### config.mk
export PLATFORM = sky130hd
export DESIGN_NAME = syntax_highlight_classifier_core
export DESIGN_NICKNAME = d
export VERILOG_FILES = /design/src/rtl/core/shlc_pkg.sv /design/src/rtl/core/shlc_classify.sv /design/src/rtl/core/syntax_highlight_classifier_core.sv
export VERILOG_INCLUDE_DIRS = /design/src /design/src/rtl/core
export SDC_FILE = /design/constraint.sdc
export NUM_CORES = 1
export LEC_CHECK = 0
export ABC_AREA = 1
export BUFFER_PORTS_ARGS = -buffer_cell sky130_fd_sc_hd__buf_2
export CORE_UTILIZATION = 47
export CTS_CLUSTER_DIAMETER = 200
export CTS_CLUSTER_SIZE = 12
export DETAILED_ROUTE_END_ITERATION = 16
export PLACE_DENSITY = 0.74
export SLEW_MARGIN = 10
export SYNTH_ARGS = -nofsm -noshare
export SYNTH_HDL_FRONTEND = slang
export SYNTH_SLANG_ARGS = --single-unit
### constraint.sdc
create_clock -name aclk -period 3.1 [get_ports aclk]
set_input_delay 0.155 -clock aclk [delete_from_list [all_inputs] [get_ports aclk]]
set_output_delay 0.155 -clock aclk [all_outputs]
set_load 0.005 [all_outputs]
### src/rtl/core/syntax_highlight_classifier_core_assert.svh
// Assertion macros shared by the classifier RTL.
// Each macro takes a label, the clock, the active-low reset and the property terms.
`ifndef SYNTAX_HIGHLIGHT_CLASSIFIER_CORE_ASSERT_SVH
`define SYNTAX_HIGHLIGHT_CLASSIFIER_CORE_ASSERT_SVH

`ifndef ASSERT_OFF

// Plain property that must hold at every clock edge out of reset.
`define SHLC_ASSERT(lbl, clk, rstn, prop) \
    lbl: assert property (@(posedge clk) disable iff (!rstn) (prop)) \
        else $error("shlc assertion failed");

// Same-cycle implication.
`define SHLC_ASSERT_IMPL(lbl, clk, rstn, ante, cons) \
    lbl: assert property (@(posedge clk) disable iff (!rstn) (ante) |-> (cons)) \
        else $error("shlc implication failed");

// Next-cycle implication.
`define SHLC_ASSERT_NEXT(lbl, clk, rstn, ante, cons) \
    lbl: assert property (@(posedge clk) disable iff (!rstn) (ante) |=> (cons)) \
        else $error("shlc next-cycle implication failed");

`else

`define SHLC_ASSERT(lbl, clk, rstn, prop)
`define SHLC_ASSERT_IMPL(lbl, clk, rstn, ante, cons)
`define SHLC_ASSERT_NEXT(lbl, clk, rstn, ante, cons)

`endif

`endif

### src/rtl/core/shlc_pkg.sv
`timescale 1ns / 1ps

package shlc_pkg;

    // Longest delimiter the lexer honors; a register holds at most two characters.
    localparam int DELIM_MAX = 2;
    localparam int DELIM_LIMIT_I = (DELIM_MAX < 2) ? DELIM_MAX : 2;
    localparam logic [1:0] DELIM_LIMIT = 2'(DELIM_LIMIT_I);

    // Output queue between the lexer and the result channel.
    localparam int Q_DEPTH = 4;
    localparam int Q_PTR_W = $clog2(Q_DEPTH);
    localparam int Q_CNT_W = $clog2(Q_DEPTH + 1);

    // Configuration register indexes.
    localparam int CFG_IDX_W = 3;
    localparam int CFG_DATA_W = 16;
    localparam logic [CFG_IDX_W-1:0] CFG_FEATURE_FLAGS = 3'd0;
    localparam logic [CFG_IDX_W-1:0] CFG_LINE_CHARS    = 3'd1;
    localparam logic [CFG_IDX_W-1:0] CFG_LINE_LEN      = 3'd2;
    localparam logic [CFG_IDX_W-1:0] CFG_OPEN_CHARS    = 3'd3;
    localparam logic [CFG_IDX_W-1:0] CFG_OPEN_LEN      = 3'd4;
    localparam logic [CFG_IDX_W-1:0] CFG_CLOSE_CHARS   = 3'd5;
    localparam logic [CFG_IDX_W-1:0] CFG_CLOSE_LEN     = 3'd6;

    // Feature flag bit positions.
    localparam int FLAG_STRING = 0;
    localparam int FLAG_NUMBER = 1;

    // Character codes the lexer looks for.
    localparam logic [7:0] CHAR_BACKSLASH = 8'h5C;
    localparam logic [7:0] CHAR_DQUOTE    = 8'h22;
    localparam logic [7:0] CHAR_SQUOTE    = 8'h27;
    localparam logic [7:0] CHAR_ZERO      = 8'h30;
    localparam logic [7:0] CHAR_NINE      = 8'h39;

    typedef enum logic [2:0] {
        CLS_NORMAL,
        CLS_LINE,
        CLS_BLOCK,
        CLS_STRING,
        CLS_NUMBER
    } cls_t;

    typedef enum logic [1:0] {
        QUOTE_NONE,
        QUOTE_DOUBLE,
        QUOTE_SINGLE
    } quote_t;

    typedef struct packed {
        logic [7:0] character;
        logic       end_of_row;
        logic       first_row;
    } in_item_t;

    typedef struct packed {
        logic [2:0] char_class;
        logic       open_comment;
        logic       last;
    } out_item_t;

    typedef struct packed {
        logic [1:0]  feature_flags;
        logic [15:0] line_chars;
        logic [1:0]  line_len;
        logic [15:0] open_chars;
        logic [1:0]  open_len;
        logic [15:0] close_chars;
        logic [1:0]  close_len;
    } cfg_t;

    // Lexer state carried from one character to the next.
    typedef struct packed {
        logic   in_block;
        quote_t quote;
        logic   after_sep;
        cls_t   prev_class;
        logic   forced_cnt;
        cls_t   forced_class;
        logic   rest_row;
    } lex_state_t;

    localparam lex_state_t LEX_RESET = '{
        in_block:     1'b0,
        quote:        QUOTE_NONE,
        after_sep:    1'b1,
        prev_class:   CLS_NORMAL,
        forced_cnt:   1'b0,
        forced_class: CLS_NORMAL,
        rest_row:     1'b0
    };

    localparam cfg_t CFG_RESET = '0;

    // Effective delimiter length, clipped to what the lexer supports.
    function automatic logic [1:0] eff_len(input logic [1:0] len);
        logic [1:0] l;
        l = len;
        if (l > DELIM_LIMIT) begin
            l = DELIM_LIMIT;
        end
        return l;
    endfunction

    // A delimiter matches the current character and, for two characters, the next one.
    function automatic logic delim_hit(input logic [15:0] chars, input logic [1:0] len,
                                       input logic [7:0] c, input logic [7:0] n,
                                       input logic nv);
        logic [1:0] l;
        l = eff_len(len);
        return (l != 2'd0) && (c == chars[7:0]) &&
               ((l < 2'd2) || (nv && (n == chars[15:8])));
    endfunction

    // Whitespace, zero and punctuation that separate words.
    function automatic logic is_sep(input logic [7:0] c);
        logic r;
        case (c)
            8'h00, 8'h09, 8'h0A, 8'h0B, 8'h0C, 8'h0D, 8'h20: r = 1'b1;
            // , . ( ) + - / *
            8'h2C, 8'h2E, 8'h28, 8'h29, 8'h2B, 8'h2D, 8'h2F, 8'h2A: r = 1'b1;
            // = ~ % < > [ ] ;
            8'h3D, 8'h7E, 8'h25, 8'h3C, 8'h3E, 8'h5B, 8'h5D, 8'h3B: r = 1'b1;
            default: r = 1'b0;
        endcase
        return r;
    endfunction

endpackage

### src/rtl/core/shlc_classify.sv
`timescale 1ns / 1ps

module shlc_classify (
    input  shlc_pkg::cfg_t       cfg,
    input  shlc_pkg::lex_state_t st_in,
    input  logic [7:0]           cur_char,
    input  logic [7:0]           next_char,
    input  logic                 next_valid,
    output shlc_pkg::cls_t       cls,
    output shlc_pkg::lex_state_t st_out
);
    import shlc_pkg::*;

    logic line_hit;
    logic open_hit;
    logic close_hit;
    logic block_en;
    logic is_digit;
    logic quote_close;

    // Delimiter matches against the current character and its lookahead.
    assign line_hit  = delim_hit(cfg.line_chars, cfg.line_len, cur_char, next_char,
                                 next_valid);
    assign open_hit  = delim_hit(cfg.open_chars, cfg.open_len, cur_char, next_char,
                                 next_valid);
    assign close_hit = delim_hit(cfg.close_chars, cfg.close_len, cur_char, next_char,
                                 next_valid);
    assign block_en  = (eff_len(cfg.open_len) != 2'd0) && (eff_len(cfg.close_len) != 2'd0);
    assign is_digit  = (cur_char >= CHAR_ZERO) && (cur_char <= CHAR_NINE);
    assign quote_close = ((st_in.quote == QUOTE_DOUBLE) && (cur_char == CHAR_DQUOTE)) ||
                         ((st_in.quote == QUOTE_SINGLE) && (cur_char == CHAR_SQUOTE));

    // Priority chain: forced class, rest of row, line comment, block comment,
    // string body, string start, number, ordinary character.
    always_comb begin
        st_out = st_in;
        cls    = CLS_NORMAL;
        if (st_in.forced_cnt) begin
            st_out.forced_cnt = 1'b0;
            cls = st_in.forced_class;
        end else if (st_in.rest_row) begin
            cls = CLS_LINE;
        end else if (line_hit && (st_in.quote == QUOTE_NONE) && !st_in.in_block) begin
            st_out.rest_row = 1'b1;
            cls = CLS_LINE;
        end else if (block_en && (st_in.quote == QUOTE_NONE) &&
                     (st_in.in_block || open_hit)) begin
            cls = CLS_BLOCK;
            if (st_in.in_block) begin
                if (close_hit) begin
                    st_out.in_block  = 1'b0;
                    st_out.after_sep = 1'b1;
                    if (eff_len(cfg.close_len) == 2'd2) begin
                        st_out.forced_cnt   = 1'b1;
                        st_out.forced_class = CLS_BLOCK;
                    end
                end
            end else begin
                st_out.in_block = 1'b1;
                if (eff_len(cfg.open_len) == 2'd2) begin
                    st_out.forced_cnt   = 1'b1;
                    st_out.forced_class = CLS_BLOCK;
                end
            end
        end else if (cfg.feature_flags[FLAG_STRING] && (st_in.quote != QUOTE_NONE)) begin
            cls = CLS_STRING;
            if ((cur_char == CHAR_BACKSLASH) && next_valid) begin
                st_out.forced_cnt   = 1'b1;
                st_out.forced_class = CLS_STRING;
            end else begin
                if (quote_close) begin
                    st_out.quote = QUOTE_NONE;
                end
                st_out.after_sep = 1'b1;
            end
        end else if (cfg.feature_flags[FLAG_STRING] &&
                     ((cur_char == CHAR_DQUOTE) || (cur_char == CHAR_SQUOTE))) begin
            st_out.quote = (cur_char == CHAR_DQUOTE) ? QUOTE_DOUBLE : QUOTE_SINGLE;
            cls = CLS_STRING;
        end else if (cfg.feature_flags[FLAG_NUMBER] && is_digit &&
                     (st_in.after_sep || (st_in.prev_class == CLS_NUMBER))) begin
            cls = CLS_NUMBER;
            st_out.after_sep = 1'b0;
        end else begin
            st_out.after_sep = is_sep(cur_char);
            cls = CLS_NORMAL;
        end
        st_out.prev_class = cls;
    end

endmodule

### src/rtl/core/syntax_highlight_classifier_core.sv
`timescale 1ns / 1ps
// Channel   | Handshake         | Payload (shlc_pkg type)
// ----------+-------------------+------------------------------------------
// input     | s_valid / s_ready | s_data : in_item_t  (character, row flags)
// result    | m_valid / m_ready | m_data : out_item_t (class, open, last)
// config    | cfg_wr_en         | cfg_index, cfg_wdata, no read-back
//
// One item is taken per cycle while s_ready is high; the results it releases
// go to a four-entry result queue in the same edge and can leave the cycle after.
// A row's final item yields up to two results, so the result port (one per cycle
// if m_ready is high) sets the pace: s_ready is high while two entries are free.
// Reset is synchronous and active low; it clears the lexer state, the pending
// character flag, the queue pointers and the configuration. No clearing pass.
// A stalled result port only fills the queue; no result is dropped.

module syntax_highlight_classifier_core (
    input  logic                                aclk,
    input  logic                                aresetn,
    input  logic                                s_valid,
    output logic                                s_ready,
    input  shlc_pkg::in_item_t                  s_data,
    output logic                                m_valid,
    input  logic                                m_ready,
    output shlc_pkg::out_item_t                 m_data,
    input  logic                                cfg_wr_en,
    input  logic [shlc_pkg::CFG_IDX_W-1:0]      cfg_index,
    input  logic [shlc_pkg::CFG_DATA_W-1:0]     cfg_wdata
);
    import shlc_pkg::*;

    `include "syntax_highlight_classifier_core_assert.svh"

    cfg_t       cfg_reg, cfg_next;
    lex_state_t lex_reg, lex_next;
    logic [7:0] pend_char_reg;
    logic       pend_valid_reg, pend_valid_next;

    out_item_t             q_reg [Q_DEPTH];
    logic [Q_PTR_W-1:0]    wr_ptr_reg, wr_ptr_next;
    logic [Q_PTR_W-1:0]    rd_ptr_reg, rd_ptr_next;
    logic [Q_CNT_W-1:0]    cnt_reg, cnt_next;

    logic       in_fire;
    logic       out_fire;
    lex_state_t row_state;
    lex_state_t st_a, st_mid, st_b;
    cls_t       cls_a, cls_b;
    out_item_t  res_a, res_b;
    logic       push_a, push_b;
    logic [Q_PTR_W-1:0] wr_ptr_b;

    assign in_fire  = s_valid && s_ready;
    assign out_fire = m_valid && m_ready;

    // Configuration writes.
    always_comb begin
        cfg_next = cfg_reg;
        if (cfg_wr_en) begin
            case (cfg_index)
                CFG_FEATURE_FLAGS: cfg_next.feature_flags = cfg_wdata[1:0];
                CFG_LINE_CHARS:    cfg_next.line_chars    = cfg_wdata[15:0];
                CFG_LINE_LEN:      cfg_next.line_len      = cfg_wdata[1:0];
                CFG_OPEN_CHARS:    cfg_next.open_chars    = cfg_wdata[15:0];
                CFG_OPEN_LEN:      cfg_next.open_len      = cfg_wdata[1:0];
                CFG_CLOSE_CHARS:   cfg_next.close_chars   = cfg_wdata[15:0];
                CFG_CLOSE_LEN:     cfg_next.close_len     = cfg_wdata[1:0];
                default:           cfg_next = cfg_reg;
            endcase
        end
    end

    // State seen by the first character of a row.
    always_comb begin
        row_state = LEX_RESET;
        row_state.in_block = s_data.first_row ? 1'b0 : lex_reg.in_block;
    end

    // The held character, classified with the incoming one as lookahead.
    shlc_classify u_cls_pend (
        .cfg        (cfg_reg),
        .st_in      (lex_reg),
        .cur_char   (pend_char_reg),
        .next_char  (s_data.character),
        .next_valid (1'b1),
        .cls        (cls_a),
        .st_out     (st_a)
    );

    assign st_mid = pend_valid_reg ? st_a : row_state;

    // The row's final character, classified with no lookahead.
    shlc_classify u_cls_last (
        .cfg        (cfg_reg),
        .st_in      (st_mid),
        .cur_char   (s_data.character),
        .next_char  (8'h00),
        .next_valid (1'b0),
        .cls        (cls_b),
        .st_out     (st_b)
    );

    // Results and lexer state update for one accepted item.
    always_comb begin
        res_a.char_class   = cls_a;
        res_a.open_comment = 1'b0;
        res_a.last         = 1'b0;
        res_b.char_class   = st_b.in_block ? CLS_BLOCK : cls_b;
        res_b.open_comment = st_b.in_block;
        res_b.last         = 1'b1;
        push_a = in_fire && pend_valid_reg;
        push_b = in_fire && s_data.end_of_row;
        lex_next        = lex_reg;
        pend_valid_next = pend_valid_reg;
        if (in_fire) begin
            lex_next        = s_data.end_of_row ? st_b : st_mid;
            pend_valid_next = !s_data.end_of_row;
        end
    end

    // Result queue pointers and fill count.
    always_comb begin
        wr_ptr_b    = push_a ? (wr_ptr_reg + Q_PTR_W'(1)) : wr_ptr_reg;
        wr_ptr_next = wr_ptr_reg + Q_PTR_W'(push_a) + Q_PTR_W'(push_b);
        rd_ptr_next = rd_ptr_reg + Q_PTR_W'(out_fire);
        cnt_next    = cnt_reg + Q_CNT_W'(push_a) + Q_CNT_W'(push_b) - Q_CNT_W'(out_fire);
    end

    assign s_ready = (cnt_reg <= Q_CNT_W'(Q_DEPTH - 2));
    assign m_valid = (cnt_reg != '0);
    assign m_data  = q_reg[rd_ptr_reg];

    // Control registers.
    always_ff @(posedge aclk) begin
        if (!aresetn) begin
            cfg_reg        <= CFG_RESET;
            lex_reg        <= LEX_RESET;
            pend_valid_reg <= 1'b0;
            wr_ptr_reg     <= '0;
            rd_ptr_reg     <= '0;
            cnt_reg        <= '0;
        end else begin
            cfg_reg        <= cfg_next;
            lex_reg        <= lex_next;
            pend_valid_reg <= pend_valid_next;
            wr_ptr_reg     <= wr_ptr_next;
            rd_ptr_reg     <= rd_ptr_next;
            cnt_reg        <= cnt_next;
        end
    end

    // Payload registers: held character and queue entries.
    always_ff @(posedge aclk) begin
        if (in_fire) begin
            pend_char_reg <= s_data.character;
        end
        if (push_a) begin
            q_reg[wr_ptr_reg] <= res_a;
        end
        if (push_b) begin
            q_reg[wr_ptr_b] <= res_b;
        end
    end

    // The queue never holds more entries than it has.
    `SHLC_ASSERT(a_cnt_bound, aclk, aresetn, cnt_reg <= Q_CNT_W'(Q_DEPTH))
    // A row's final item leaves no character held back.
    `SHLC_ASSERT_NEXT(a_eor_flush, aclk, aresetn, in_fire && s_data.end_of_row, !pend_valid_reg)
    // An open comment is reported only on the row's last result, classed block comment.
    `SHLC_ASSERT_IMPL(a_open_last, aclk, aresetn, m_valid && m_data.open_comment,
        m_data.last && (m_data.char_class == CLS_BLOCK))
    // An item that releases a held character always produces a visible result.
    `SHLC_ASSERT_NEXT(a_pend_result, aclk, aresetn, in_fire && pend_valid_reg, m_valid)

endmodule

==> flow_summary.toml, run 1 <==
[status]
run_status = "finished, final reports clean"

[pwr]
fin_total_pwr_mw = 3.65
cell_leakage_power_nw = 3.01
cellPowerDensity_mw_per_mm2 = 521
vdd_drop_max_mv = 0.376

[finish]
fin_cells = 1135
layout.core_utilization_pct = 52.7
layout-area-overhead-vs-synth_pct = 9.27
finish.net_count = 998
antenna_cells = 0
drive_above_1_share_pct = 11.2
largest_register_ff_count = 56

[yosys]
async_reset_ff_share_pct = 0
number_of_enable_type_register_cells_in_the_synthesized_netlist = 24
synthCells = 924
synth_seq_cells = 104
ys_types = 52
mappedNetlistNets = 968
yosysWarningCount = 0
seq_area_frac_synth_pct = 36.2
synthesis.area_per_instance_um2 = 6.94
synthesis.area_mm2 = 0.00641
dominantRegCellSynth = "sky130_fd_sc_hd__dfxtp_1"

[routing]
route.detailed.wl_per_inst_um = 15.3
viasPerCell = 5.35
route.detailed.drc = 0
firstDrtPassIters = 5
route.antenna.remaining_nets = 0
wirelength_mm = 17.3
vias = 6073
drt_initial_violations = 576

[clock_network]
cts_made_buffers = 9
worst_setup_hold_path_clk_slew_ns = 0.07
cts_hold_buf = 0
cts-root-to-sink-buffers = 2
clk-insertion-delay-late_ns = 0.35
clock_tree.root_cell = "sky130_fd_sc_hd__clkbuf_16"
htreeDepth = 3
clock_tree_from_tritoncts = "built"
postCtsSetupRepairBufs = 0
post_cts_resize_count = 0
clock-sinks = 104

[global_route]
grt-ovfl-total = 0
grt_antenna_before_repair = 0
grt_start_max_net_pins = 38
grt_util_all_layers_pct = 25.7
grt_pass1_vias = 5679
grt_pass1_wl_mm = 28.5

[critical_path]
cp-end-kind = "register"
crit_type = "reg -> reg"
crit_path_max_fanout = 8
timing.critical_path.from_type = "register"
cp.arrival_ns = 2.93
worst_ep_required_time_ns = 3.21

[sta]
finalClockSkew_ns = 0.00879
final_setup_violation_count = 0
final.min_clock_period_ns = 2.83
worst_margin_pin_slew_ns = 0.723
fin_tns_setup_ns = 0
finalWorstSetupSlack_ns = 0.275
slew_headroom_pct = 51.8
report.final.slew_viol_count = 0
achievable-frequency_ghz = 0.354
finalHoldViolCount = 0
min_period_over_period_pct = 91.1
grt_setup_unrepaired = "false"

[place]
gp_routability_congestion = 0.993
dpl.hpwl_mm = 13.3
numPlacedInstances = 1119
io_buffers = 40
detailedPlace.worstSlack_ns = 0.383

[die]
chipWidth_um = 119
initial_utilization_pct = 48.2
core.rowCount = 42
fp.dieH_um = 119
fp.dieArea_mm2 = 0.0141
io-pin-count = 41
floorplan.core_area_mm2 = 0.0133

[run]
max_cap_violations = 0

[min_path]
min_path_type = "in -> reg"
## synthesized netlist by cell type (all sizes together), types with 4 or more instances
library cell / instances / area [µm²]
nand3: 32 / 170
xor2: 18 / 158
nor4: 4 / 25.0
nor2: 153 / 619
inv: 106 / 403
dfxtp: 80 / 1600
buf: 14 / 108
nor3: 11 / 66.3
nand4: 13 / 87.6
o21ai: 100 / 523
clkbuf: 15 / 56.3
xnor2: 24 / 210
o211ai: 4 / 30.0
o22ai: 12 / 75.1
nand2: 218 / 868
edfxtp: 24 / 721
a21oi: 58 / 317
ha: 7 / 87.6
a22oi: 4 / 30.0
## critical path, stage by stage, from the launching register on
cell,delay [ns]
sky130_fd_sc_hd__edfxtp_1,0.50
sky130_fd_sc_hd__inv_1,0.15
sky130_fd_sc_hd__nand2_1,0.09
sky130_fd_sc_hd__nor2_1,0.17
sky130_fd_sc_hd__nand3_1,0.22
sky130_fd_sc_hd__o21ai_1,0.18
sky130_fd_sc_hd__nand2_1,0.06
sky130_fd_sc_hd__nand2_1,0.06
sky130_fd_sc_hd__inv_1,0.05
sky130_fd_sc_hd__nand3_2,0.07
sky130_fd_sc_hd__nand2_2,0.06
sky130_fd_sc_hd__nand2_4,0.13
sky130_fd_sc_hd__nand2_4,0.08
sky130_fd_sc_hd__nand2_1,0.11
sky130_fd_sc_hd__nand2_1,0.09
sky130_fd_sc_hd__o21ai_1,0.17
sky130_fd_sc_hd__nand2_1,0.12
sky130_fd_sc_hd__nor2_4,0.18
sky130_fd_sc_hd__o21ai_2,0.07
## layout make-up
class                   instances  area, µm²
flip-flops and latches        104       2320
multi-input cells             682       3510
clock buffers                  12        246
fillers                      1325       6290
well taps                     176        220
clock inverters                 4       31.3
repair buffers                 48        260
inverters                     109        414
## path summary, 6_finish.rpt
kind | slack, ns | endpoint | depth (start not counted) | start
setup reg to reg | 0.27 | q_reg[2][3]$_DFFE_PP_ | 18 | pend_char_reg[6]$_DFFE_PP_
setup / recovery | 0.27 | q_reg[2][3]$_DFFE_PP_ | 18 | pend_char_reg[6]$_DFFE_PP_
hold / removal | 0.05 | cfg_reg[17]$_SDFFE_PN0P_ | 3 | cfg_wdata[15]
hold reg to reg | 0.44 | lex_reg[3]$_SDFFE_PN0P_ | 2 | lex_reg[3]$_SDFFE_PN0P_
## power breakdown
| part | switching (mW) | leakage (nW) | internal [mW] | total (mW) |
|---|---|---|---|---|
| clock | 0.509 | 0.137 | 0.571 | 1.08 |
| sequential | 0.130 | 0.879 | 1.53 | 1.66 |
| combinational | 0.581 | 2.00 | 0.331 | 0.913 |
| total | 1.22 | 3.01 | 2.43 | 3.65 |
## layout by cell type (no fill, tap or decap), types with 7 or more instances in the layout
| cell | n |
|---|---|
| sky130_fd_sc_hd__nand2_1 | 208 |
| sky130_fd_sc_hd__nor2_1 | 143 |
| sky130_fd_sc_hd__inv_1 | 98 |
| sky130_fd_sc_hd__o21ai_0 | 90 |
| sky130_fd_sc_hd__dfxtp_1 | 80 |
| sky130_fd_sc_hd__a21oi_1 | 55 |
| sky130_fd_sc_hd__buf_2 | 40 |
| sky130_fd_sc_hd__nand3_1 | 30 |
| sky130_fd_sc_hd__xnor2_1 | 24 |
| sky130_fd_sc_hd__edfxtp_1 | 24 |
| sky130_fd_sc_hd__xor2_1 | 18 |
| sky130_fd_sc_hd__o22ai_1 | 12 |
| sky130_fd_sc_hd__nand4_1 | 12 |
| sky130_fd_sc_hd__nor3_1 | 10 |
| sky130_fd_sc_hd__clkbuf_16 | 9 |
| sky130_fd_sc_hd__buf_4 | 8 |
| sky130_fd_sc_hd__ha_1 | 7 |
## metal layers
| layer | global-route usage [%] | wire length [µm] | vias to the layer above |
|---|---|---|---|
| met5 | 0 | 0 | - |
| met4 | 10.2 | 539 | 0 |
| met3 | 4.78 | 1100 | 43 |
| met2 | 41.9 | 7890 | 203 |
| met1 | 33.4 | 7820 | 2755 |
| li1 | - | - | 3072 |
## logic make-up (layout without fill, tap and decap cells)
family,after synthesis,after routing,synth area share [%]
xor gates and xnor gates,42,42,5.74
buffers and inverters,138,173,9.02
adders and majority gates,10,10,2.30
DFF,104,104,36.2
and+or+nand+nor,436,436,29.3
AOI/OAI and AO/OA,194,194,17.4
## per-stage QoR
| step | instance area, µm² | hold WS [ns] |
|---|---|---|
| after detailed placement | 6730 | 0.418 |
| after global routing | 7000 | 0.0659 |
| after floorplan | 6410 | 0.254 |
| after global placement | 6730 | 0.409 |
| after CTS | 7000 | 0.0493 |
| final | 7000 | 0.0518 |
(Power assumes the default switching activity.)
==> run 2: changes to the inputs <==
- ABC_AREA: 1 -> default
==> run 2 against run 1 <==
Sequential share of layout area fell by 0.40 points. Cell area is 1.2% higher. Critical path depth is 8 lower. Count of clock-buffer cells in the layout decreased by 1. Register-to-register slack got worse by 0.15 ns. Synthesized cell count down 18%. Utilization grew 2.8 points. Hold slack got worse by 0.0067 ns. Sequential power barely moved. Fmax down 5.1%.
==> flow_summary.toml, run 2 <==
[critical_path]
crit_top_cell = "sky130_fd_sc_hd__and3_1"
critPathSlowestCell = "sky130_fd_sc_hd__edfxtp_1"
worst_ep_required_time_ns = 3.19
critical-path-max-stage-delay_ns = 0.46
timing.critical_path.from_type = "register"
crit_path_max_fanout = 11
crit_type = "reg -> reg"
worstPathBufferInverterCount = 1
worstPathCellList = "buf_4, xor2_1, nor3_1, and3_1, a21o_2, a21oi_1, a21o_1, and3_1, o211ai_1, o22ai_1"
cp-end-kind = "register"
cp.arrival_ns = 3.06
crit_family = "compound AO/OA/AOI/OAI gates"

[finish]
fill_cells = 1204
drive_above_1_share_pct = 14.6
largest_register_ff_count = 56
fin_cells = 978
layout-area-overhead-vs-synth_pct = 13.5
multi_input_comb_area_mm2 = 0.00369
antenna_cells = 0
layout_common_cells = "sky130_fd_sc_hd__nand2_1 (144), sky130_fd_sc_hd__dfxtp_1 (80), sky130_fd_sc_hd__a21oi_1 (69)"
layout.cells.most_common = "sky130_fd_sc_hd__nand2_1"
finish.net_count = 845
seq_area_mm2 = 0.00232

[sta]
final.min_clock_period_ns = 2.98
finalClockSkew_ns = 0.00954
finalHoldViolCount = 0
worst_margin_pin_slew_ns = 0.781
grt_setup_unrepaired = "false"
min_period_over_period_pct = 96.0
slew_headroom_pct = 47.8
final_setup_violation_count = 0
report.final.slew_viol_count = 0
achievable-frequency_ghz = 0.336
fin_tns_setup_ns = 0

[die]
chipWidth_um = 117
io-pin-count = 41
floorplan.core_area_mm2 = 0.0128
core.rowCount = 41
fp.dieH_um = 117
fp.dieArea_mm2 = 0.0138
initial_utilization_pct = 48.9

[global_route]
grt_antenna_before_repair = 0
grt_util_all_layers_pct = 25.2
grt-ovfl-total = 0
grt_pass1_vias = 5358
grt_pass1_wl_mm = 27.7
grt_start_max_net_pins = 39

[pwr]
cellPowerDensity_mw_per_mm2 = 555
cell_leakage_power_nw = 2.53
vdd_drop_max_mv = 0.458

[place]
io_buffers = 40
numPlacedInstances = 961
dpl.hpwl_mm = 12.5
gp_routability_congestion = 0.988

[clock_network]
clock_tree.root_cell = "sky130_fd_sc_hd__clkbuf_16"
clock-sinks = 104
cts_made_buffers = 9
worst_setup_hold_path_clk_slew_ns = 0.08
cts-root-to-sink-buffers = 2
htreeDepth = 3
clk-insertion-delay-late_ns = 0.36
clock_tree_from_tritoncts = "built"

[yosys]
most_used_standard_cell_by_instance_count_after_synthesis = "sky130_fd_sc_hd__nand2_1"
number_of_enable_type_register_cells_in_the_synthesized_netlist = 24
synthesis.area_mm2 = 0.00625
yosysWarningCount = 0
synthCells = 758
dominantRegCellSynth = "sky130_fd_sc_hd__dfxtp_1"
synthDominantAreaCellType = "sky130_fd_sc_hd__dfxtp_1"
synth.area.top_cells = "sky130_fd_sc_hd__dfxtp_1 (26%), sky130_fd_sc_hd__edfxtp_1 (12%), sky130_fd_sc_hd__nand2_1 (8.7%)"
seq_area_frac_synth_pct = 37.2
synth.top_cells.by_count = "sky130_fd_sc_hd__nand2_1 (144), sky130_fd_sc_hd__dfxtp_1 (80), sky130_fd_sc_hd__a21oi_1 (69), sky130_fd_sc_hd__xnor2_1 (56), sky130_fd_sc_hd__nor2_1 (48)"
synth_top_area_share_pct = 25.6
async_reset_ff_share_pct = 0
mappedNetlistNets = 802
ys_types = 71
synthesis.area_per_instance_um2 = 8.24
synth_seq_cells = 104

[routing]
wirelength_mm = 16.8
firstDrtPassIters = 5
route.antenna.remaining_nets = 0
vias = 5739
drt_initial_violations = 444
route.detailed.drc = 0
viasPerCell = 5.87
route.detailed.wl_per_inst_um = 17.2

[status]
run_status = "finished, final reports clean"

[min_path]
min_path_type = "in -> reg"

[run]
max_cap_violations = 0
==> run 2: cell types whose count changed after synthesis, moves of 11 or more <==
cell	delta
sky130_fd_sc_hd__o21ai_0	-69
sky130_fd_sc_hd__a21oi_1	+14
sky130_fd_sc_hd__nand2b_1	+11
sky130_fd_sc_hd__buf_2	+11
sky130_fd_sc_hd__inv_1	-75
sky130_fd_sc_hd__nand2_1	-64
sky130_fd_sc_hd__nor2_1	-95
sky130_fd_sc_hd__xnor2_1	+32
==> run 2: area by class of cell <==
type	instances	area share, %
multi-input combinational	587	52.0
sequential	104	32.8
clock inverter	5	0.776
tap	172	3.04
timing repair buffer	76	6.63
clock buffer	11	3.58
inverter	23	1.22
==> run 2: through the flow <==
step / power, mW / instance area (µm²) / hold WS [ns] / setup WS [ns] / utilization [%]
detailed placement: 2.75 / 6720 / 0.429 / 0.114 / 52.6
global route: 4.14 / 7090 / 0.0500 / 0.0124 / 55.5
global placement: 2.73 / 6720 / 0.418 / 0.199 / 52.6
floorplan: 2.42 / 6250 / 0.254 / 0.211 / -
CTS: 3.91 / 7030 / 0.0456 / 0.103 / 55.0
finish: 3.94 / 7090 / 0.0451 / 0.124 / 55.5
==> run 2: worst register-to-register path, delay by kind of cell, from the launching register on <==
family | cells | cell delay (ns)
xor gates and xnor gates | 1 | 0.15
DFF | 1 | 0.46
AOI/OAI and AO/OA | 5 | 1.15
buffers and inverters | 1 | 0.22
and+or+nand+nor | 3 | 0.73
==> run 2: worst paths after layout <==
check / slack (ns) / cells past startpoint / startpoint / endpoint
worst max-delay path: 0.12 / 10 / pend_char_reg[5]$_DFFE_PP_ / q_reg[0][4]$_DFFE_PP_
worst max register to register: 0.12 / 10 / pend_char_reg[5]$_DFFE_PP_ / q_reg[0][4]$_DFFE_PP_
worst min register to register: 0.45 / 2 / lex_reg[3]$_SDFFE_PN0P_ / lex_reg[3]$_SDFFE_PN0P_
worst min-delay path: 0.05 / 3 / cfg_wdata[12] / cfg_reg[50]$_SDFFE_PN0P_
==> run 2: routing by layer <==
layer | GRT usage [%] | wire length, µm
met5 | 0 | 0
met4 | 9.50 | 472
met3 | 4.86 | 1290
met2 | 40.3 | 7790
met1 | 33.6 | 7260
==> run 2: power breakdown <==
group	switching (mW)	leakage, nW	internal [mW]
Combinational	0.637	1.51	0.477
Sequential	0.122	0.871	1.52
Clock	0.561	0.148	0.616
==> run 2: timing repair <==
action / CTS / global route
buffers inserted: 0 / 1
hold buffers: 0 / 0
endpoints found under the setup margin: 0 / 12
gates resized for setup: 0 / 10
==> run 2: kinds of logic after synthesis <==
group | after synthesis | share of synthesized area, %
simple gates | 314 | 23.7
compound gates | 172 | 17.8
flops | 104 | 37.2
xor+xnor | 78 | 11.3
buf+inv | 67 | 4.65
mux | 13 | 3.08
fa+ha+maj | 10 | 2.36
